**src/design/abc_pkg.sv**
```systemverilog
// ----------------------------------------------------------------------------
// Alternating-bit channel package
// Shared widths, event and status codes, register indexes, reset values and
// the structs that travel between the channel's modules.
// ----------------------------------------------------------------------------
package abc_pkg;

    localparam int SEQ_W      = 8;
    localparam int SIZE_W     = 16;
    localparam int FUNC_W     = 2;
    localparam int STATUS_W   = 2;
    localparam int CFG_IDX_W  = 2;
    localparam int CFG_DATA_W = 16;
    localparam int LIMIT_W    = 16;

    // Event codes carried in func.
    localparam logic [FUNC_W-1:0] FUNC_POST    = 2'd0;
    localparam logic [FUNC_W-1:0] FUNC_FRAME   = 2'd1;
    localparam logic [FUNC_W-1:0] FUNC_PROCESS = 2'd2;
    localparam logic [FUNC_W-1:0] FUNC_FINISH  = 2'd3;

    // Post status codes.
    localparam logic [STATUS_W-1:0] PS_OK       = 2'd0;
    localparam logic [STATUS_W-1:0] PS_BUSY     = 2'd1;
    localparam logic [STATUS_W-1:0] PS_SIZE_BAD = 2'd2;
    localparam logic [STATUS_W-1:0] PS_NOT_POST = 2'd3;

    // Configuration register indexes.
    localparam logic [CFG_IDX_W-1:0] REG_SEQ_FIRST   = 2'd0;
    localparam logic [CFG_IDX_W-1:0] REG_SEQ_SECOND  = 2'd1;
    localparam logic [CFG_IDX_W-1:0] REG_TIMEOUT     = 2'd2;
    localparam logic [CFG_IDX_W-1:0] REG_MAX_PAYLOAD = 2'd3;

    // Reset values of the configuration registers.
    localparam logic [SEQ_W-1:0]   SEQ_FIRST_RST   = 8'd1;
    localparam logic [SEQ_W-1:0]   SEQ_SECOND_RST  = 8'd2;
    localparam logic [LIMIT_W-1:0] TIMEOUT_RST     = 16'd10;
    localparam logic [SIZE_W-1:0]  MAX_PAYLOAD_RST = 16'd256;

    typedef struct packed {
        logic [FUNC_W-1:0] func;
        logic [SIZE_W-1:0] payload_size;
        logic [SEQ_W-1:0]  rx_seq_in;
        logic [SEQ_W-1:0]  tx_ack_seq;
        logic              handler_accepts;
        logic [SIZE_W-1:0] rx_payload_size;
    } cmd_t;

    typedef struct packed {
        logic [STATUS_W-1:0] post_status;
        logic [SEQ_W-1:0]    tx_seq_out;
        logic                deliver_valid;
        logic [SIZE_W-1:0]   deliver_size;
        logic                rx_flag_write;
        logic [SEQ_W-1:0]    rx_flag_value;
        logic                process_ok;
        logic                tx_locked;
        logic                tx_acknowledged;
        logic                tx_timed_out;
    } rsp_t;

    typedef struct packed {
        logic [SEQ_W-1:0]   seq_value_first;
        logic [SEQ_W-1:0]   seq_value_second;
        logic [LIMIT_W-1:0] timeout_limit;
        logic [SIZE_W-1:0]  max_payload;
    } cfg_t;

endpackage

```
**src/design/abc_cmd_if.sv**
```systemverilog
// ----------------------------------------------------------------------------
// Alternating-bit channel event interface
// Valid/ready channel carrying one event request and its fields.
// ----------------------------------------------------------------------------
interface abc_cmd_if;

    logic                         valid;
    logic                         ready;
    logic [abc_pkg::FUNC_W-1:0]   func;
    logic [abc_pkg::SIZE_W-1:0]   payload_size;
    logic [abc_pkg::SEQ_W-1:0]    rx_seq_in;
    logic [abc_pkg::SEQ_W-1:0]    tx_ack_seq;
    logic                         handler_accepts;
    logic [abc_pkg::SIZE_W-1:0]   rx_payload_size;

    modport source (
        output valid, func, payload_size, rx_seq_in, tx_ack_seq,
               handler_accepts, rx_payload_size,
        input  ready
    );

    modport sink (
        input  valid, func, payload_size, rx_seq_in, tx_ack_seq,
               handler_accepts, rx_payload_size,
        output ready
    );

endinterface

```
**src/design/abc_rsp_if.sv**
```systemverilog
// ----------------------------------------------------------------------------
// Alternating-bit channel result interface
// Valid/ready channel carrying one result request per event.
// ----------------------------------------------------------------------------
interface abc_rsp_if;

    logic                           valid;
    logic                           ready;
    logic [abc_pkg::STATUS_W-1:0]   post_status;
    logic [abc_pkg::SEQ_W-1:0]      tx_seq_out;
    logic                           deliver_valid;
    logic [abc_pkg::SIZE_W-1:0]     deliver_size;
    logic                           rx_flag_write;
    logic [abc_pkg::SEQ_W-1:0]      rx_flag_value;
    logic                           process_ok;
    logic                           tx_locked;
    logic                           tx_acknowledged;
    logic                           tx_timed_out;

    modport source (
        output valid, post_status, tx_seq_out, deliver_valid, deliver_size,
               rx_flag_write, rx_flag_value, process_ok, tx_locked,
               tx_acknowledged, tx_timed_out,
        input  ready
    );

    modport sink (
        input  valid, post_status, tx_seq_out, deliver_valid, deliver_size,
               rx_flag_write, rx_flag_value, process_ok, tx_locked,
               tx_acknowledged, tx_timed_out,
        output ready
    );

endinterface

```
**src/design/abc_cfg_regs.sv**
```systemverilog
// ----------------------------------------------------------------------------
// Alternating-bit channel configuration registers
// Holds the sequence encodings, the timeout limit and the size limit.
// ----------------------------------------------------------------------------
module abc_cfg_regs (
    input  logic                               clk,
    input  logic                               rst_n,
    input  logic                               we,
    input  logic [abc_pkg::CFG_IDX_W-1:0]      index,
    input  logic [abc_pkg::CFG_DATA_W-1:0]     data,
    output abc_pkg::cfg_t                      cfg
);

    abc_pkg::cfg_t cfg_reg;

    always_ff @(posedge clk or negedge rst_n)
    begin
        if (!rst_n)
        begin
            cfg_reg.seq_value_first  <= abc_pkg::SEQ_FIRST_RST;
            cfg_reg.seq_value_second <= abc_pkg::SEQ_SECOND_RST;
            cfg_reg.timeout_limit    <= abc_pkg::TIMEOUT_RST;
            cfg_reg.max_payload      <= abc_pkg::MAX_PAYLOAD_RST;
        end
        else if (we)
        begin
            unique case (index)
                abc_pkg::REG_SEQ_FIRST:
                    cfg_reg.seq_value_first <= data[abc_pkg::SEQ_W-1:0];
                abc_pkg::REG_SEQ_SECOND:
                    cfg_reg.seq_value_second <= data[abc_pkg::SEQ_W-1:0];
                abc_pkg::REG_TIMEOUT:
                    cfg_reg.timeout_limit <= data[abc_pkg::LIMIT_W-1:0];
                abc_pkg::REG_MAX_PAYLOAD:
                    cfg_reg.max_payload <= data[abc_pkg::SIZE_W-1:0];
                default:
                    cfg_reg <= cfg_reg;
            endcase
        end
    end

    assign cfg = cfg_reg;

endmodule

```
**src/design/abc_core.sv**
```systemverilog
// ----------------------------------------------------------------------------
// Alternating-bit channel protocol core
// Holds the channel state and evaluates one event per step.
// ----------------------------------------------------------------------------
module abc_core #(
    parameter int TIMER_BITS = 16
) (
    input  logic           clk,
    input  logic           rst_n,
    input  logic           step,
    input  abc_pkg::cmd_t  cmd,
    input  abc_pkg::cfg_t  cfg,
    output abc_pkg::rsp_t  rsp
);

    localparam int CMP_W = (TIMER_BITS > abc_pkg::LIMIT_W) ? TIMER_BITS : abc_pkg::LIMIT_W;

    logic [abc_pkg::SEQ_W-1:0] tx_sequence_reg, tx_sequence_next;
    logic [abc_pkg::SEQ_W-1:0] rx_sequence_reg, rx_sequence_next;
    logic                      rx_pending_reg, rx_pending_next;
    logic                      tx_busy_reg, tx_busy_next;
    logic                      timer_running_reg, timer_running_next;
    logic [TIMER_BITS-1:0]     timer_count_reg, timer_count_next;

    logic [abc_pkg::SEQ_W-1:0] tx_toggled;
    logic                      timer_expired;
    logic                      size_bad;
    logic                      rx_seq_known;
    logic                      pass;

    always_ff @(posedge clk or negedge rst_n)
    begin
        if (!rst_n)
        begin
            tx_sequence_reg   <= abc_pkg::SEQ_SECOND_RST;
            rx_sequence_reg   <= '0;
            rx_pending_reg    <= 1'b0;
            tx_busy_reg       <= 1'b0;
            timer_running_reg <= 1'b0;
            timer_count_reg   <= '0;
        end
        else if (step)
        begin
            tx_sequence_reg   <= tx_sequence_next;
            rx_sequence_reg   <= rx_sequence_next;
            rx_pending_reg    <= rx_pending_next;
            tx_busy_reg       <= tx_busy_next;
            timer_running_reg <= timer_running_next;
            timer_count_reg   <= timer_count_next;
        end
    end

    assign tx_toggled = (tx_sequence_reg == cfg.seq_value_first) ?
                        cfg.seq_value_second : cfg.seq_value_first;
    assign timer_expired = timer_running_reg &&
                           (CMP_W'(timer_count_reg) >= CMP_W'(cfg.timeout_limit));
    assign size_bad = (cmd.payload_size == '0) || (cmd.payload_size > cfg.max_payload);
    assign rx_seq_known = (cmd.rx_seq_in == cfg.seq_value_first) ||
                          (cmd.rx_seq_in == cfg.seq_value_second);

    always_comb
    begin
        tx_sequence_next   = tx_sequence_reg;
        rx_sequence_next   = rx_sequence_reg;
        rx_pending_next    = rx_pending_reg;
        tx_busy_next       = tx_busy_reg;
        timer_running_next = timer_running_reg;
        timer_count_next   = timer_count_reg;
        pass               = 1'b1;

        rsp                 = '0;
        rsp.post_status     = abc_pkg::PS_NOT_POST;
        rsp.process_ok      = 1'b1;

        unique case (cmd.func)
            abc_pkg::FUNC_POST:
            begin
                if (size_bad)
                begin
                    rsp.post_status = abc_pkg::PS_SIZE_BAD;
                end
                else if (tx_busy_reg)
                begin
                    rsp.post_status = abc_pkg::PS_BUSY;
                end
                else
                begin
                    rsp.post_status    = abc_pkg::PS_OK;
                    rsp.tx_seq_out     = tx_sequence_reg;
                    tx_busy_next       = 1'b1;
                    timer_running_next = 1'b1;
                    timer_count_next   = '0;
                end
            end
            abc_pkg::FUNC_FRAME:
            begin
                // The timer saturates at all ones.
                if (timer_running_reg && (timer_count_reg != {TIMER_BITS{1'b1}}))
                begin
                    timer_count_next = timer_count_reg + TIMER_BITS'(1);
                end
                if (rx_seq_known && (cmd.rx_seq_in != rx_sequence_reg))
                begin
                    rx_pending_next  = 1'b1;
                    rx_sequence_next = cmd.rx_seq_in;
                end
            end
            abc_pkg::FUNC_PROCESS:
            begin
                if (rx_pending_reg)
                begin
                    rsp.deliver_valid = 1'b1;
                    rsp.deliver_size  = cmd.rx_payload_size;
                    if (!cmd.handler_accepts)
                    begin
                        pass              = 1'b0;
                        rsp.process_ok    = 1'b0;
                        rsp.rx_flag_write = 1'b1;
                        rsp.rx_flag_value = rx_sequence_reg;
                        rx_pending_next   = 1'b0;
                    end
                end
                // An acknowledge wins over a timeout in the same step.
                if (pass && tx_busy_reg)
                begin
                    if (cmd.tx_ack_seq == tx_sequence_reg)
                    begin
                        tx_busy_next        = 1'b0;
                        tx_sequence_next    = tx_toggled;
                        timer_running_next  = 1'b0;
                        rsp.tx_acknowledged = 1'b1;
                    end
                    else if (timer_expired)
                    begin
                        tx_busy_next       = 1'b0;
                        tx_sequence_next   = tx_toggled;
                        timer_running_next = 1'b0;
                        rsp.tx_timed_out   = 1'b1;
                    end
                end
            end
            abc_pkg::FUNC_FINISH:
            begin
                rsp.rx_flag_write = 1'b1;
                rsp.rx_flag_value = rx_sequence_reg;
                rx_pending_next   = 1'b0;
            end
            default:
            begin
                rsp.post_status = abc_pkg::PS_NOT_POST;
            end
        endcase

        rsp.tx_locked = tx_busy_next;
    end

endmodule

```
**src/design/alternating_bit_channel.sv**
```systemverilog
// ----------------------------------------------------------------------------
// Alternating-bit channel
// One channel of an alternating-bit exchange: posts, frame-seen ticks,
// process steps and receive-finished events, one result per event.
//
//   Channel   Role     Handshake      Payload
//   cmd       sink     valid/ready    func and the event fields
//   rsp       source   valid/ready    status, sequence and unlock flags
//   cfg_*     sink     write enable   register index and write data
//
// Flow: one event request is accepted every cycle while the input register
// is free or advancing. A request lands in the input register when it is
// accepted, is evaluated there against the channel state and moves into
// the result register, where it is valid, once that register is free.
// Reset: rst_n clears the channel state and loads the register defaults.
// Stalls: while the result register is held by rsp.ready low, the input
// register still takes one more request; the state advances only when a
// result moves into the result register.
// ----------------------------------------------------------------------------
module alternating_bit_channel #(
    parameter int TIMER_BITS = 16
) (
    input  logic                              clk,
    input  logic                              rst_n,
    abc_cmd_if.sink                           cmd,
    abc_rsp_if.source                         rsp,
    input  logic                              cfg_we,
    input  logic [abc_pkg::CFG_IDX_W-1:0]     cfg_index,
    input  logic [abc_pkg::CFG_DATA_W-1:0]    cfg_data
);

    // Input register: holds one accepted request until it can be evaluated.
    logic          in_valid_reg;
    abc_pkg::cmd_t cmd_reg;

    // Result register: holds one finished result until the sink takes it.
    logic          out_valid_reg;
    abc_pkg::rsp_t rsp_reg;

    abc_pkg::cfg_t cfg;
    abc_pkg::rsp_t rsp_comb;
    logic          advance;
    logic          cmd_take;

    // A request moves from the input register into the result register
    // whenever the result register is empty or being emptied this cycle.
    assign advance  = in_valid_reg && (!out_valid_reg || rsp.ready);
    assign cmd.ready = !in_valid_reg || advance;
    assign cmd_take = cmd.valid && cmd.ready;

    abc_cfg_regs u_cfg (
        .clk   (clk),
        .rst_n (rst_n),
        .we    (cfg_we),
        .index (cfg_index),
        .data  (cfg_data),
        .cfg   (cfg)
    );

    abc_core #(
        .TIMER_BITS (TIMER_BITS)
    ) u_core (
        .clk   (clk),
        .rst_n (rst_n),
        .step  (advance),
        .cmd   (cmd_reg),
        .cfg   (cfg),
        .rsp   (rsp_comb)
    );

    always_ff @(posedge clk or negedge rst_n)
    begin
        if (!rst_n)
        begin
            in_valid_reg <= 1'b0;
        end
        else if (cmd_take)
        begin
            in_valid_reg <= 1'b1;
        end
        else if (advance)
        begin
            in_valid_reg <= 1'b0;
        end
    end

    always_ff @(posedge clk)
    begin
        if (cmd_take)
        begin
            cmd_reg.func            <= cmd.func;
            cmd_reg.payload_size    <= cmd.payload_size;
            cmd_reg.rx_seq_in       <= cmd.rx_seq_in;
            cmd_reg.tx_ack_seq      <= cmd.tx_ack_seq;
            cmd_reg.handler_accepts <= cmd.handler_accepts;
            cmd_reg.rx_payload_size <= cmd.rx_payload_size;
        end
    end

    always_ff @(posedge clk or negedge rst_n)
    begin
        if (!rst_n)
        begin
            out_valid_reg <= 1'b0;
        end
        else if (advance)
        begin
            out_valid_reg <= 1'b1;
        end
        else if (rsp.ready)
        begin
            out_valid_reg <= 1'b0;
        end
    end

    always_ff @(posedge clk)
    begin
        if (advance)
        begin
            rsp_reg <= rsp_comb;
        end
    end

    assign rsp.valid           = out_valid_reg;
    assign rsp.post_status     = rsp_reg.post_status;
    assign rsp.tx_seq_out      = rsp_reg.tx_seq_out;
    assign rsp.deliver_valid   = rsp_reg.deliver_valid;
    assign rsp.deliver_size    = rsp_reg.deliver_size;
    assign rsp.rx_flag_write   = rsp_reg.rx_flag_write;
    assign rsp.rx_flag_value   = rsp_reg.rx_flag_value;
    assign rsp.process_ok      = rsp_reg.process_ok;
    assign rsp.tx_locked       = rsp_reg.tx_locked;
    assign rsp.tx_acknowledged = rsp_reg.tx_acknowledged;
    assign rsp.tx_timed_out    = rsp_reg.tx_timed_out;

    // An accepted request always occupies the input register next cycle.
    assert property (@(posedge clk) disable iff (!rst_n)
        cmd_take |=> in_valid_reg)
    else $error("accepted request lost from the input register");

    // Acknowledge and timeout never unlock in the same step.
    assert property (@(posedge clk) disable iff (!rst_n)
        out_valid_reg |-> !(rsp_reg.tx_acknowledged && rsp_reg.tx_timed_out))
    else $error("acknowledge and timeout reported together");

    // A step that unlocks the transmit side must report it unlocked.
    assert property (@(posedge clk) disable iff (!rst_n)
        out_valid_reg && (rsp_reg.tx_acknowledged || rsp_reg.tx_timed_out)
        |-> !rsp_reg.tx_locked)
    else $error("unlock step reports transmit still locked");

    // A refused frame was forwarded and frees the receive side.
    assert property (@(posedge clk) disable iff (!rst_n)
        out_valid_reg && !rsp_reg.process_ok
        |-> rsp_reg.deliver_valid && rsp_reg.rx_flag_write)
    else $error("refused process step without delivery and flag write");

endmodule

```
**src/flat_wrapper.sv**
```systemverilog
// flat-port wrapper written by rule: the top's interface ports become plain ports
module alternating_bit_channel_flat 
#(
    parameter int TIMER_BITS = 16
)
  (clk, rst_n, cfg_we, cfg_index, cfg_data, cmd_valid, cmd_func, cmd_payload_size, cmd_rx_seq_in, cmd_tx_ack_seq, cmd_handler_accepts, cmd_rx_payload_size, cmd_ready, rsp_valid, rsp_post_status, rsp_tx_seq_out, rsp_deliver_valid, rsp_deliver_size, rsp_rx_flag_write, rsp_rx_flag_value, rsp_process_ok, rsp_tx_locked, rsp_tx_acknowledged, rsp_tx_timed_out, rsp_ready);
  abc_cmd_if cmd_i ();
  abc_rsp_if rsp_i ();
  input  logic clk;
  input  logic rst_n;
  input  logic cfg_we;
  input  logic [abc_pkg::CFG_IDX_W-1:0] cfg_index;
  input  logic [abc_pkg::CFG_DATA_W-1:0] cfg_data;
  input wire logic [$bits(cmd_i.valid)-1:0] cmd_valid;
  input wire logic [$bits(cmd_i.func)-1:0] cmd_func;
  input wire logic [$bits(cmd_i.payload_size)-1:0] cmd_payload_size;
  input wire logic [$bits(cmd_i.rx_seq_in)-1:0] cmd_rx_seq_in;
  input wire logic [$bits(cmd_i.tx_ack_seq)-1:0] cmd_tx_ack_seq;
  input wire logic [$bits(cmd_i.handler_accepts)-1:0] cmd_handler_accepts;
  input wire logic [$bits(cmd_i.rx_payload_size)-1:0] cmd_rx_payload_size;
  output wire logic [$bits(cmd_i.ready)-1:0] cmd_ready;
  output wire logic [$bits(rsp_i.valid)-1:0] rsp_valid;
  output wire logic [$bits(rsp_i.post_status)-1:0] rsp_post_status;
  output wire logic [$bits(rsp_i.tx_seq_out)-1:0] rsp_tx_seq_out;
  output wire logic [$bits(rsp_i.deliver_valid)-1:0] rsp_deliver_valid;
  output wire logic [$bits(rsp_i.deliver_size)-1:0] rsp_deliver_size;
  output wire logic [$bits(rsp_i.rx_flag_write)-1:0] rsp_rx_flag_write;
  output wire logic [$bits(rsp_i.rx_flag_value)-1:0] rsp_rx_flag_value;
  output wire logic [$bits(rsp_i.process_ok)-1:0] rsp_process_ok;
  output wire logic [$bits(rsp_i.tx_locked)-1:0] rsp_tx_locked;
  output wire logic [$bits(rsp_i.tx_acknowledged)-1:0] rsp_tx_acknowledged;
  output wire logic [$bits(rsp_i.tx_timed_out)-1:0] rsp_tx_timed_out;
  input wire logic [$bits(rsp_i.ready)-1:0] rsp_ready;
  assign cmd_i.valid = cmd_valid;
  assign cmd_i.func = cmd_func;
  assign cmd_i.payload_size = cmd_payload_size;
  assign cmd_i.rx_seq_in = cmd_rx_seq_in;
  assign cmd_i.tx_ack_seq = cmd_tx_ack_seq;
  assign cmd_i.handler_accepts = cmd_handler_accepts;
  assign cmd_i.rx_payload_size = cmd_rx_payload_size;
  assign cmd_ready = cmd_i.ready;
  assign rsp_valid = rsp_i.valid;
  assign rsp_post_status = rsp_i.post_status;
  assign rsp_tx_seq_out = rsp_i.tx_seq_out;
  assign rsp_deliver_valid = rsp_i.deliver_valid;
  assign rsp_deliver_size = rsp_i.deliver_size;
  assign rsp_rx_flag_write = rsp_i.rx_flag_write;
  assign rsp_rx_flag_value = rsp_i.rx_flag_value;
  assign rsp_process_ok = rsp_i.process_ok;
  assign rsp_tx_locked = rsp_i.tx_locked;
  assign rsp_tx_acknowledged = rsp_i.tx_acknowledged;
  assign rsp_tx_timed_out = rsp_i.tx_timed_out;
  assign rsp_i.ready = rsp_ready;
  alternating_bit_channel #(.TIMER_BITS(TIMER_BITS)) u_core (.clk(clk), .rst_n(rst_n), .cmd(cmd_i), .rsp(rsp_i), .cfg_we(cfg_we), .cfg_index(cfg_index), .cfg_data(cfg_data));
endmodule
```
**config.mk**
```make
export PLATFORM = sky130hd
export DESIGN_NAME = alternating_bit_channel_flat
export DESIGN_NICKNAME = d
export VERILOG_FILES = /design/src/design/abc_pkg.sv /design/src/design/abc_cmd_if.sv /design/src/design/abc_rsp_if.sv /design/src/design/abc_cfg_regs.sv /design/src/design/abc_core.sv /design/src/design/alternating_bit_channel.sv /design/src/flat_wrapper.sv
export SDC_FILE = /design/constraint.sdc
export NUM_CORES = 1
export LEC_CHECK = 0
export BUFFER_PORTS_ARGS = -buffer_cell sky130_fd_sc_hd__buf_4
export CORE_MARGIN = 5
export CORE_UTILIZATION = 47
export DETAILED_ROUTE_END_ITERATION = 8
export GPL_TIMING_DRIVEN = 1
export MAX_ROUTING_LAYER = met4
export PLACE_DENSITY = 0.68
export SLEW_MARGIN = 10
export SYNTH_ARGS = -nofsm -noshare
export SYNTH_HDL_FRONTEND = slang
export SYNTH_HIERARCHICAL = 1
export SYNTH_SLANG_ARGS = --single-unit
```
**constraint.sdc**
```tcl
create_clock -name clk -period 4.9 [get_ports clk]
set_input_delay 1.225 -clock clk [delete_from_list [all_inputs] [get_ports clk]]
set_output_delay 1.225 -clock clk [all_outputs]
set_load 0.01 [all_outputs]
```
; ---- Word-level counts from Yosys, hierarchy flattened
; Index checks and enable logic that the tools add are counted.
; Widths: inputs -> output; s select.
[totals]
reg_bits = 176
latch_bits = 0
ram_bits = 0
romBits = 0
inputBits = 74
out_inout_bits = 42
word_cells = 123
mem_count = 0
[op_classes]
n_addsub = 1
n_mul = 0
div = 0
magnitude_cmp = 2
n_eq_ne = 18
shift = 0
mux = 35
bitwise = 3
n_reduce_logical = 35
[op_table]
columns = cell, n
row1 = $mux 16, 3
row2 = $eq 8x8->1, 4
row3 = $pmux 16 s2, 1
row4 = $mux 27, 1
row5 = $mux 8, 3
row6 = $mux 1, 22
row7 = $pmux 9 s2, 1
row8 = $add 16x1->16 const B, 1
row9 = $ge 16x16->1, 1
row10 = $gt 16x16->1, 1
row11 = $logic_not 16->1, 1
row12 = $ne 16x16->1 const B, 1
row13 = $reduce_and 2->1, 6
row14 = $mux 10, 1
row15 = $ne 2x2->1 const B, 5
row16 = $reduce_bool 2->1, 5
row17 = $eq 2x2->1 const B, 4
row18 = $ne 8x8->1, 1
row19 = $logic_and 1x1->1, 6
row20 = $reduce_and 3->1, 2
row21 = $reduce_and 6->1, 1
row22 = $reduce_or 3->1, 2
row23 = $reduce_and 5->1, 1
row24 = $eq 2x1->1 const B, 2
row25 = 10 further kinds, 18

; ---- Longest topological paths before layout
; Gate-level depths: netlist (run 1).
[logic_depth]
ltp_word = 6
depth_mapped = 9

; ---- By module
; Netlist (run 1), hierarchy kept.
[modules_own_cells]
columns = mod, instances, cells_per_inst, area_each_um2
row1 = abc_core, 1, 381, 3458.3
row2 = alternating_bit_channel, 1, 99, 2836.5
row3 = abc_cfg_regs, 1, 102, 1826.8

; ---- Worst setup path before layout (run 1)
; OpenSTA, ideal clock, no wires.
[synth_timing]
path_kind = input to register
startpoint = input rsp_ready
endpoint = register u_core.u_core.timer_count_reg[14]
setup_time_ps = 80
arrival_time_ps = 3595
setup_slack_ps = 1225
path_stages = 7
path_buffers = 1
cell_sequence = nand2b_1 -> and2_1 -> nand3_1 -> a31oi_1 -> clkbuf_1 -> a21oi_1 -> a31oi_4
[synth_via]
elab_chain_len = 3
[synth_lines]
columns = item, line_no
row1 = "start, declared", flat_wrapper.sv:33  ; input wire logic [$bits(rsp_i.ready)-1:0] rsp_ready;
row2 = $logic_or 1x1->1, alternating_bit_channel.sv:47  ; assign advance = in_valid_reg && (!out_valid_reg || rsp.ready);
row3 = $logic_and 1x1->1, alternating_bit_channel.sv:47
row4 = named net u_core.advance, alternating_bit_channel.sv:42  ; logic advance;
row5 = $reduce_and 5->1 (no source line), --
row6 = "end signal, assigned", abc_core.sv:49  ; timer_count_reg <= timer_count_next;
row7 = "end, declared", abc_core.sv:23  ; logic [TIMER_BITS-1:0] timer_count_reg, timer_count_next;
; The timed path passes the listed nets, and every way through them passes these cells.
; A chain may end at the register's enable or synchronous reset.

; ---- Worst setup path in the final report (run 1)
[layout_timing]
startpoint = register u_core.u_core.timer_count_reg[11]
endpoint = register u_core/u_core/tx_sequence_reg[0] in the netlist's numbering
[layout_via]
elab_chain_len = 4
[layout_lines]
columns = item, line_no
row1 = $ge 16x16->1, abc_core.sv:56  ; (CMP_W'(timer_count_reg) >= CMP_W'(cfg.timeout_limit));
row2 = $logic_and 1x1->1, abc_core.sv:55  ; assign timer_expired = timer_running_reg &&
row3 = $reduce_bool 2->1 (no source line), --
row4 = $reduce_and 4->1 (no source line), --
row5 = "end signal, assigned", abc_core.sv:35  ; tx_sequence_reg <= abc_pkg::SEQ_SECOND_RST;
row6 = "end signal, assigned", abc_core.sv:44  ; tx_sequence_reg <= tx_sequence_next;
row7 = "end, declared", abc_core.sv:18  ; logic [abc_pkg::SEQ_W-1:0] tx_sequence_reg, tx_sequence_next;
; Every way passes these cells.

==> results.toml, run 1 <==
[floorplan]
rows = 48
start_util_pct = 47.4
die_area_sq_um = 20000
io_pins = 116
core-area_sq_um = 17100
die_height_um = 141
die_x_um = 141

[critical_path]
cp.arrival_ps = 3200
path_max_fanout = 9
endpoint_kind = "flop"
start_kind = "flop"
cp.required_ps = 5210
worstSetupPathType = "reg2reg"

[finish]
largest_reg_flops = 51
antennaDiodeCount = 0
final_nets = 817
area_delta_synth_final_pct = 21.2
drive_gt1_share_pct = 35.1

[yosys]
synth_top_family_by_area = "simple AND/OR/NAND/NOR gates"
synth-warning-count = 6
avgSynthCellArea_sq_um = 14.0
synth-simple-area-share_pct = 10.6
yosys_most_used_dff = "edfxtp_1"
yosys.area_share.xor_xnor_pct = 4.31
synth_fa_ha_area_share_pct = 5.08
synth_fp_nets = 689
syn_inst = 582
synth-edff-count = 91
synth-compound-area-share_pct = 7.33
muxShareOfSynthArea_pct = 10.1
synth_seq_area_share_pct = 59.9
synth_cell_types = 57
async_flop_share_pct = 48.3
synth_area_sq_um = 8120
synth-seq-cells = 176

[worst_hold_path]
hp-class = "reg2reg"

[routing]
vias_per_cell = 5.25
wl_per_cell_um = 17.5
first_pass_iters = 4
drc = 0
ant_nets = 0
drtIter0Drc = 323
wl_um = 16600
vias = 4979

[placement]
place_ws_ps = 1940
place_hpwl_um = 12300
place.gp.congestion = 0.893
io_buffer_count = 115

[grt]
antenna_found_initial = 0
grt_pass1_vias = 5403
grt-ovfl-total = 0
grt.total_usage_pct = 17.8
grt_max_degree = 86
grt_pass1_wl_um = 26800

[cts]
cts_resized = 0
cts_sinks = 176
holdBufCountCts = 0
cts_buffers = 17
clk_latency_ps = 430
cts_root_buf = "clkbuf_16"
cts_tree = "yes"
clk_pin_slew_worst_paths_ps = 70
max-clock-path-buffers = 2
postCtsSetupBuffers = 0
htree_levels = 4

[power_and_ir_drop]
p_total_mw = 3.58
p_per_area_nw_per_um2 = 364
p_leak_nw = 4.16
ir_drop_v = 0.000248

[sta]
slew_violations = 0
rsz0062_at_grt = "false"
min_period_ps = 2890
clock_skew_ps = 9.03
hold_viol = 0
layout_setup_ws_ps = 2010
min_period_over_period_pct = 59.0
setup_viol = 0
max_freq_mhz = 346
slew_headroom_pct = 40.9
finalSetupTns_ps = 0
worst_slew_pin_slew_ps = 865

[flow_run]
max-cap-violations = 0

[outcome]
status = "finished, final reports clean"
==> path summary, 6_finish.rpt <==
| check | from | slack [ps] | to | cells after the start |
|---|---|---|---|---|
| setup / recovery | u_core/u_core/timer_count_reg[11] | 2010 | u_core/u_core/tx_sequence_reg[0] | 6 |
| hold / removal | u_core/u_cfg/cfg[12] | 510 | u_core/u_cfg/cfg[12] | 1 |
| setup reg to reg | u_core/u_core/timer_count_reg[11] | 2010 | u_core/u_core/tx_sequence_reg[0] | 6 |
| hold reg to reg | u_core/u_cfg/cfg[12] | 510 | u_core/u_cfg/cfg[12] | 1 |
| max in group asynchronous | rst_n | 3480 | u_core/u_core/tx_sequence_reg[1] | 2 |
| min in group asynchronous | rst_n | 760 | u_core/u_cfg/cfg[25] | 1 |
==> logic make-up after synthesis <==
logic type | after synthesis
DFF | 176
and+or+nand+nor | 139
muxes | 73
AOI/OAI and AO/OA | 72
buffers and inverters | 49
xor gates and xnor gates | 40
adders and majority gates | 33
==> stage by stage <==
stage                     utilization [%]  cell area (sq um)  instances  hold slack (ps)
after CTS                            57.3               9810        947              512
after global routing                 57.5               9840        948              527
after global placement               53.9               9220        915              490
final                                57.5               9840        948              511
after floorplan                         -               8120        582              456
after detailed placement             53.9               9220        915              495
==> layout make-up <==
cell class	instances	area (sq um)
Inverter	39	146
Clock buffer	17	425
Clock inverter	15	169
Fill cell	1372	7270
Multi-Input combinational cell	357	3040
Tap cell	225	282
Timing Repair Buffer	119	913
Sequential cell	176	4870
==> power by group <==
part | internal (mW) | total, mW | switching (mW) | leakage (nW)
combinational | 0.233 | 0.447 | 0.214 | 1.94
clock | 0.727 | 1.34 | 0.609 | 0.288
sequential | 1.70 | 1.80 | 0.0929 | 1.94
==> Yosys cell counts (all sizes together) (10+ instances only) <==
cell / instances / area share [%]
and3: 10 / 0.77
edfxtp: 91 / 34
a21oi: 22 / 1.4
xor2: 16 / 1.7
nand3: 16 / 1.0
nand2: 18 / 0.83
xnor2: 24 / 2.6
inv: 39 / 1.8
nor2: 14 / 0.65
ha: 33 / 5.1
nand4: 12 / 1.0
dfrtp: 79 / 24
a31oi: 15 / 2.6
o21ai: 10 / 0.66
mux2: 73 / 10
and2: 34 / 2.6
==> per-layer routing <==
metal,global-route usage (%),up-vias,wire length (um)
met2,30.3,136,8780
met1,20.4,2430,6710
met5,-,-,0
met3,4.52,27,759
met4,6.72,0,376
li1,-,2386,-
==> layout by cell type, fill, tap and decap left out, drive strengths merged, types with 14 or more instances in the layout <==
master	netlist	layout
a21oi	22	22
mux2	73	73
nor2	14	14
and2	34	34
ha	33	33
xor2	16	16
inv	39	47
edfxtp	91	91
xnor2	24	24
nand3	16	16
dfrtp	79	79
nand2	18	18
buf	5	119
a31oi	15	15
clkbuf	5	17
==> worst max-delay path: stages, from the launching register on <==
cell and delay [ps]:
dfrtp_1 460, ha_1 340, a21oi_1 140, o21ai_0 120, a2111oi_0 810, o211a_1 510
mux2_2 390
(Power assumes the default switching activity.)
==> run 2: changes to the inputs <==
--- a/config.mk
+++ b/config.mk
@@ -5,13 +5,14 @@
 export SDC_FILE = /design/constraint.sdc
 export NUM_CORES = 1
 export LEC_CHECK = 0
+export ABC_AREA = 1
 export BUFFER_PORTS_ARGS = -buffer_cell sky130_fd_sc_hd__buf_4
 export CORE_MARGIN = 5
 export CORE_UTILIZATION = 47
 export DETAILED_ROUTE_END_ITERATION = 8
 export GPL_TIMING_DRIVEN = 1
 export MAX_ROUTING_LAYER = met4
-export PLACE_DENSITY = 0.68
+export PLACE_DENSITY = 0.67
 export SLEW_MARGIN = 10
 export SYNTH_ARGS = -nofsm -noshare
 export SYNTH_HDL_FRONTEND = slang
==> constraint.sdc (replaced) <==
create_clock -name clk -period 3 [get_ports clk]
set_input_delay 0.75 -clock clk [delete_from_list [all_inputs] [get_ports clk]]
set_output_delay 0.75 -clock clk [all_outputs]
set_load 0.01 [all_outputs]
==> run 2 against run 1 <==
Effect of this change: critical path depth rose by 5; worst hold slack got worse by 160 ps; design area rose by 3.5%; cell count rose by 29%; synthesized cell count rose by 50%; flip-flop and latch count did not move; sequential power rose by 65%; total power rose by 73%; worst setup slack got worse by 1500 ps; clock power rose by 76%; highest routed layer unchanged.
==> results.toml, run 2 <==
[floorplan]
die_height_um = 145
io_pins = 116
start_util_pct = 47.7
die_x_um = 145
die_area_sq_um = 21000
rows = 49
core-area_sq_um = 17900

[critical_path]
worst_path_max_delay_cell = "dfstp_2"
cp.required_ps = 3300
crit_path_start = "u_core/u_cfg/cfg[8]"
reg2regPathDepth = 11
path_max_fanout = 32
r2r_slack_ps = 490
r2r-start = "u_core/u_cfg/cfg[8]"
start_kind = "flop"
r2r-end = "u_core/u_core/timer_count_reg[7]"
endpoint = "u_core/u_core/timer_count_reg[7]"
path_cells = "inv_1 > ha_1 > nand3_1 > nor2_1 > nand3_1 > nand2_1 > nand2_1 > nand2_1 > nand3_4 > nand2_1 > o21ai_1"
endpoint_kind = "flop"
cp.arrival_ps = 2810
slowest_delay_ps = 530
worstSetupPathType = "reg2reg"
cpMostUsedCell = "nand2_1"

[routing]
vias = 6225
drtIter0Drc = 422
wl_um = 18300
vias_per_cell = 5.08
drc = 0
wl_per_cell_um = 14.9
ant_nets = 0
first_pass_iters = 5

[power_and_ir_drop]
p_per_area_nw_per_um2 = 610
p_leak_nw = 4.58
p_total_mw = 6.21
ir_drop_v = 0.000419

[sta]
min_period_over_period_pct = 83.7
hold_viol = 0
finalSetupTns_ps = 0
slew_headroom_pct = 58.0
clock_skew_ps = 6.51
rsz0062_at_grt = "false"
max_freq_mhz = 398
setup_viol = 0
worst_slew_pin_slew_ps = 629
layout_setup_ws_ps = 488
min_period_ps = 2510
slew_violations = 0
worst_hold_slack_ps = 347

[yosys]
synth_area_sq_um = 8540
synth_fp_nets = 978
synth_seq_area_share_pct = 57.0
yosys-top-cells-area = "edfxtp_1 (32%), dfrtp_1 (23%), nand2_1 (11%)"
synth-edff-count = 91
synth_commonest_cells = "nand2_1 (258), edfxtp_1 (91), dfrtp_1 (79)"
synth-compound-area-share_pct = 4.14
synth_top_family_by_area = "simple AND/OR/NAND/NOR gates"
yosys_most_used_dff = "edfxtp_1"
synth_cell_types = 41
yosys.area_share.xor_xnor_pct = 3.79
async_flop_share_pct = 48.3
synth_top_area_share_pct = 32.0
syn_inst = 871
synth-warning-count = 6
synth-seq-cells = 176
yosys.area.top_type = "edfxtp_1"
muxShareOfSynthArea_pct = 0.234
synth_most_common_cell = "nand2_1"
synth-simple-area-share_pct = 23.8
avgSynthCellArea_sq_um = 9.81
synth_fa_ha_area_share_pct = 4.83

[finish]
final_common_cell = "nand2_1"
multi_input_area_sq_um = 3160
area_delta_synth_final_pct = 19.2
mostFrequentLayoutCells = "nand2_1 (258), buf_4 (121), edfxtp_1 (91), dfrtp_1 (79), inv_1 (77)"
ff_latch_area_sq_um = 4870
largest_reg_flops = 51
fillers = 1564
final_nets = 1090
drive_gt1_share_pct = 19.4
antennaDiodeCount = 0

[grt]
grt_pass1_vias = 6082
antenna_found_initial = 0
busiest_layer = "met2"
met2_usage_pct = 29.5
use_met1_pct = 25.0
use_met3_pct = 4.07
grt_max_degree = 53
grt_pass1_wl_um = 30200
grt.total_usage_pct = 18.9
grt-ovfl-total = 0

[cts]
holdBufCountCts = 0
clk_latency_ps = 420
cts_buffers = 17
max-clock-path-buffers = 2
htree_levels = 4
clk_pin_slew_worst_paths_ps = 70
cts_resized = 0
cts_sinks = 176
postCtsSetupBuffers = 0
cts_tree = "yes"
cts_root_buf = "clkbuf_16"

[placement]
place.gp.congestion = 0.924
place_hpwl_um = 13200
place_ws_ps = 500
io_buffer_count = 115

[flow_run]
max-cap-violations = 0

[worst_hold_path]
hp-class = "in2async"

[outcome]
status = "finished, final reports clean"
==> run 2: cell count changes in the layout (fill, tap and decap cells not counted), sizes merged, moves of 33 or more <==
cell   before  now
nand2      18  261
mux2       73    0
nor2       14   70
nand4      12   59
inv        47   82
and2       34    1
==> run 2: worst min path at each step <==
| stage | to | start | cells past startpoint | slack (ps) |
|---|---|---|---|---|
| CTS | u_core/u_cfg/cfg[35] | rst_n | 1 | 360 |
| finish | u_core/u_cfg/cfg[35] | rst_n | 1 | 350 |
| detailed placement | u_core/u_cfg/cfg[24] | u_core/u_cfg/cfg[24] | 2 | 460 |
| global route | u_core/u_cfg/cfg[38] | rst_n | 1 | 380 |
| global placement | u_core/u_cfg/cfg[21] | u_core/u_cfg/cfg[21] | 2 | 460 |
| floorplan | u_core/u_cfg/cfg[18] | u_core/u_cfg/cfg[18] | 2 | 440 |
==> run 2: power by group <==
| part | leakage (nW) | total (mW) | internal [mW] | switching (mW) |
|---|---|---|---|---|
| logic | 2.31 | 0.881 | 0.364 | 0.517 |
| registers | 1.97 | 2.97 | 2.80 | 0.174 |
| clock network | 0.295 | 2.36 | 1.47 | 0.884 |
| total | 4.58 | 6.21 | 4.63 | 1.57 |
==> run 2: cells by family (layout without fill, tap and decap cells) <==
kind of cell / count (synthesis) / in the layout
mux: 2 / 2
flops: 176 / 176
compound gates: 63 / 63
fa+ha+maj: 33 / 33
xor+xnor: 37 / 37
buf+inv: 112 / 237
simple gates: 448 / 448
==> run 2: per-layer routing <==
layer  part of all wire, %  up-vias
met3                   5.7       29
li1                      -     3132
met2                    46      158
met4                   1.7        0
met5                     0        -
met1                    46     2906
==> run 2: final cells by class <==
type                       instances  area share (%)
tap                              229            2.81
sequential                       176            47.8
timing repair buffer             122            9.11
clock inverter                    11            1.84
inverter                          83            3.13
clock buffer                      21            4.32
multi-input combinational        583            31.0
==> run 2: metrics by stage <==
step / util (%) / instances / cell area, sq um
4_1_cts: 56.9 / 1225 / 10200
5_1_grt: 56.9 / 1225 / 10200
6_report: 56.9 / 1225 / 10200
3_3_place_gp: 53.4 / 1193 / 9560
2_1_floorplan: - / 871 / 8550
3_5_place_dp: 53.4 / 1193 / 9560
==> run 2: critical path, delay by kind of cell (launching register included) <==
kind	cells	cell delay, ps
adder cells (fa/ha/maj)	1	270
AND/OR/NAND/NOR	8	1470
buffers and inverters	1	40
flip-flops	1	530
AO/OA/AOI/OAI	1	80
==> run 3: changes to the inputs <==
--- a/config.mk
+++ b/config.mk
@@ -12,7 +12,7 @@
 export DETAILED_ROUTE_END_ITERATION = 8
 export GPL_TIMING_DRIVEN = 1
 export MAX_ROUTING_LAYER = met4
-export PLACE_DENSITY = 0.67
+export PLACE_DENSITY = 0.7
 export SLEW_MARGIN = 10
 export SYNTH_ARGS = -nofsm -noshare
 export SYNTH_HDL_FRONTEND = slang
==> constraint.sdc (replaced) <==
create_clock -name clk -period 2.15 [get_ports clk]
set_input_delay 0.5375 -clock clk [delete_from_list [all_inputs] [get_ports clk]]
set_output_delay 0.5375 -clock clk [all_outputs]
set_load 0.01 [all_outputs]
==> run 3 against run 2 <==
Effect of this change: cell count rose by 1.6%; routed wire length rose by 1.5%; first-iteration DRC count fell by 5.5%.
==> results.toml, run 3 (synthesized netlist as in run 2, its figures left out) <==
[placement]
place_ws_ps = -21.9
place.gp.congestion = 0.863
dp_cells = 1209
place_hpwl_um = 13300
io_buffer_count = 115

[power_and_ir_drop]
p_per_area_nw_per_um2 = 819
p_total_mw = 8.63
ir_drop_v = 0.000601
p_leak_nw = 4.69

[finish]
largest_reg_flops = 51
final_cells = 1245
antennaDiodeCount = 0
final_nets = 1110
area_delta_synth_final_pct = 23.2
mostFrequentLayoutCells = "nand2_1 (245), buf_4 (135), edfxtp_1 (91), dfrtp_1 (77), inv_1 (74)"
fillers = 1544
final_common_cell = "nand2_1"
drive_gt1_share_pct = 23.8
utilization_pct = 58.8

[routing]
vias_per_cell = 5.07
first_pass_iters = 5
wl_per_cell_um = 14.9
drtIter0Drc = 399
vias = 6310
wl_um = 18600
ant_nets = 0
drc = 0

[cts]
max-clock-path-buffers = 2
cts_buffers = 17
clk_pin_slew_worst_paths_ps = 60
clk_latency_ps = 430
cts_sinks = 176
cts_root_buf = "clkbuf_16"
cts_tree = "yes"
htree_levels = 4

[grt]
grt_pass1_wl_um = 29500
grt-ovfl-total = 0
grt_max_degree = 52
antenna_found_initial = 0
grt.total_usage_pct = 18.5
grt_pass1_vias = 6018

[floorplan]
rows = 49
core-area_sq_um = 17900
die_height_um = 145
die_x_um = 145
io_pins = 116
die_area_sq_um = 21000
start_util_pct = 47.7

[critical_path]
worstSetupPathType = "reg2reg"
reg2regPathDepth = 13
cp.arrival_ps = 2200
endpoint_kind = "flop"
path_max_fanout = 8
start_kind = "flop"
cp.required_ps = 2320

[sta]
hold_viol = 0
layout_setup_ws_ps = 125
max_freq_mhz = 494
finalSetupTns_ps = 0
min_period_over_period_pct = 94.2
clock_skew_ps = 12.0
setup_viol = 0
min_period_ps = 2020
worst_slew_pin_slew_ps = 501
slew_violations = 0
slew_headroom_pct = 66.5

[flow_run]
max-cap-violations = 0

[worst_hold_path]
hp-class = "in2reg"
worstHoldPathCells = 1

[outcome]
status = "finished, final reports clean"
## run 3: cell types whose count changed in the layout (fill, tap and decap cells not counted), sizes merged
cell	delta
buf	+18
bufinv	-2
nand4	+1
inv	+1
dlygate4sd3	+1
clkinv	+1
## run 3: where the power goes
group / switching, mW / total [mW] / internal (mW) / leakage (nW)
Sequential: 0.243 / 4.15 / 3.91 / 1.97
Combinational: 0.789 / 1.37 / 0.585 / 2.44
Clock: 1.25 / 3.10 / 1.85 / 0.281
Total: 2.29 / 8.63 / 6.34 / 4.69
## run 3: stage by stage
| stage | cell area [sq um] | hold WS [ps] |
|---|---|---|
| 3_3_place_gp | 9750 | 427 |
| 3_5_place_dp | 9750 | 427 |
| 5_1_grt | 10500 | 259 |
| 6_report | 10500 | 283 |
| 2_1_floorplan | 8590 | 242 |
| 4_1_cts | 10400 | 266 |
## run 3: worst paths after layout
check	start	to	slack (ps)
min	cmd_rx_payload_size[11]	u_core/cmd_reg[11]	280
max in group asynchronous	rst_n	u_core/u_cfg/cfg[8]	1040
max reg2reg	u_core/u_core/timer_count_reg[2]	u_core/rsp.tx_locked	130
max	u_core/u_core/timer_count_reg[2]	u_core/rsp.tx_locked	130
min in group asynchronous	rst_n	u_core/u_cfg/cfg[38]	530
min reg2reg	u_core/u_cfg/cfg[17]	u_core/u_cfg/cfg[17]	470
## run 3: metal layers
layer,share of wire (%),global-route usage (%)
met5,0,-
met4,1.2,5.45
met3,5.7,3.75
met2,45,28.1
met1,48,25.3
## run 3: area by class of cell
cell class | instances | area (sq um) | area share [%]
sequential | 176 | 4870 | 46.3
timing repair buffer | 141 | 1110 | 10.6
inverter | 83 | 332 | 3.15
tap | 229 | 287 | 2.72
clock inverter | 11 | 138 | 1.31
clock buffer | 21 | 450 | 4.28
multi-input combinational | 584 | 3340 | 31.7
## run 3: worst max-delay path: stages, from the launching register on
cell and delay, ps:
dfrtp_1 500, ha_1 340, nand2_1 70, nor2_1 80
and2_1 130, nor2_1 40, nand2_1 50, nand2_1 50
nand2_2 100, nand2_4 70, nand2_4 100, nand2_2 50
nand2_1 80, nand3_2 90
## run 3: what timing repair did
item,in CTS,in global routing
hold buffers,1,0
endpoints found under the hold margin,14,0
gates cloned,0,1
setup endpoints to repair,8,28
setup buffers,0,2
pin swaps,0,7
resized for setup,1,28
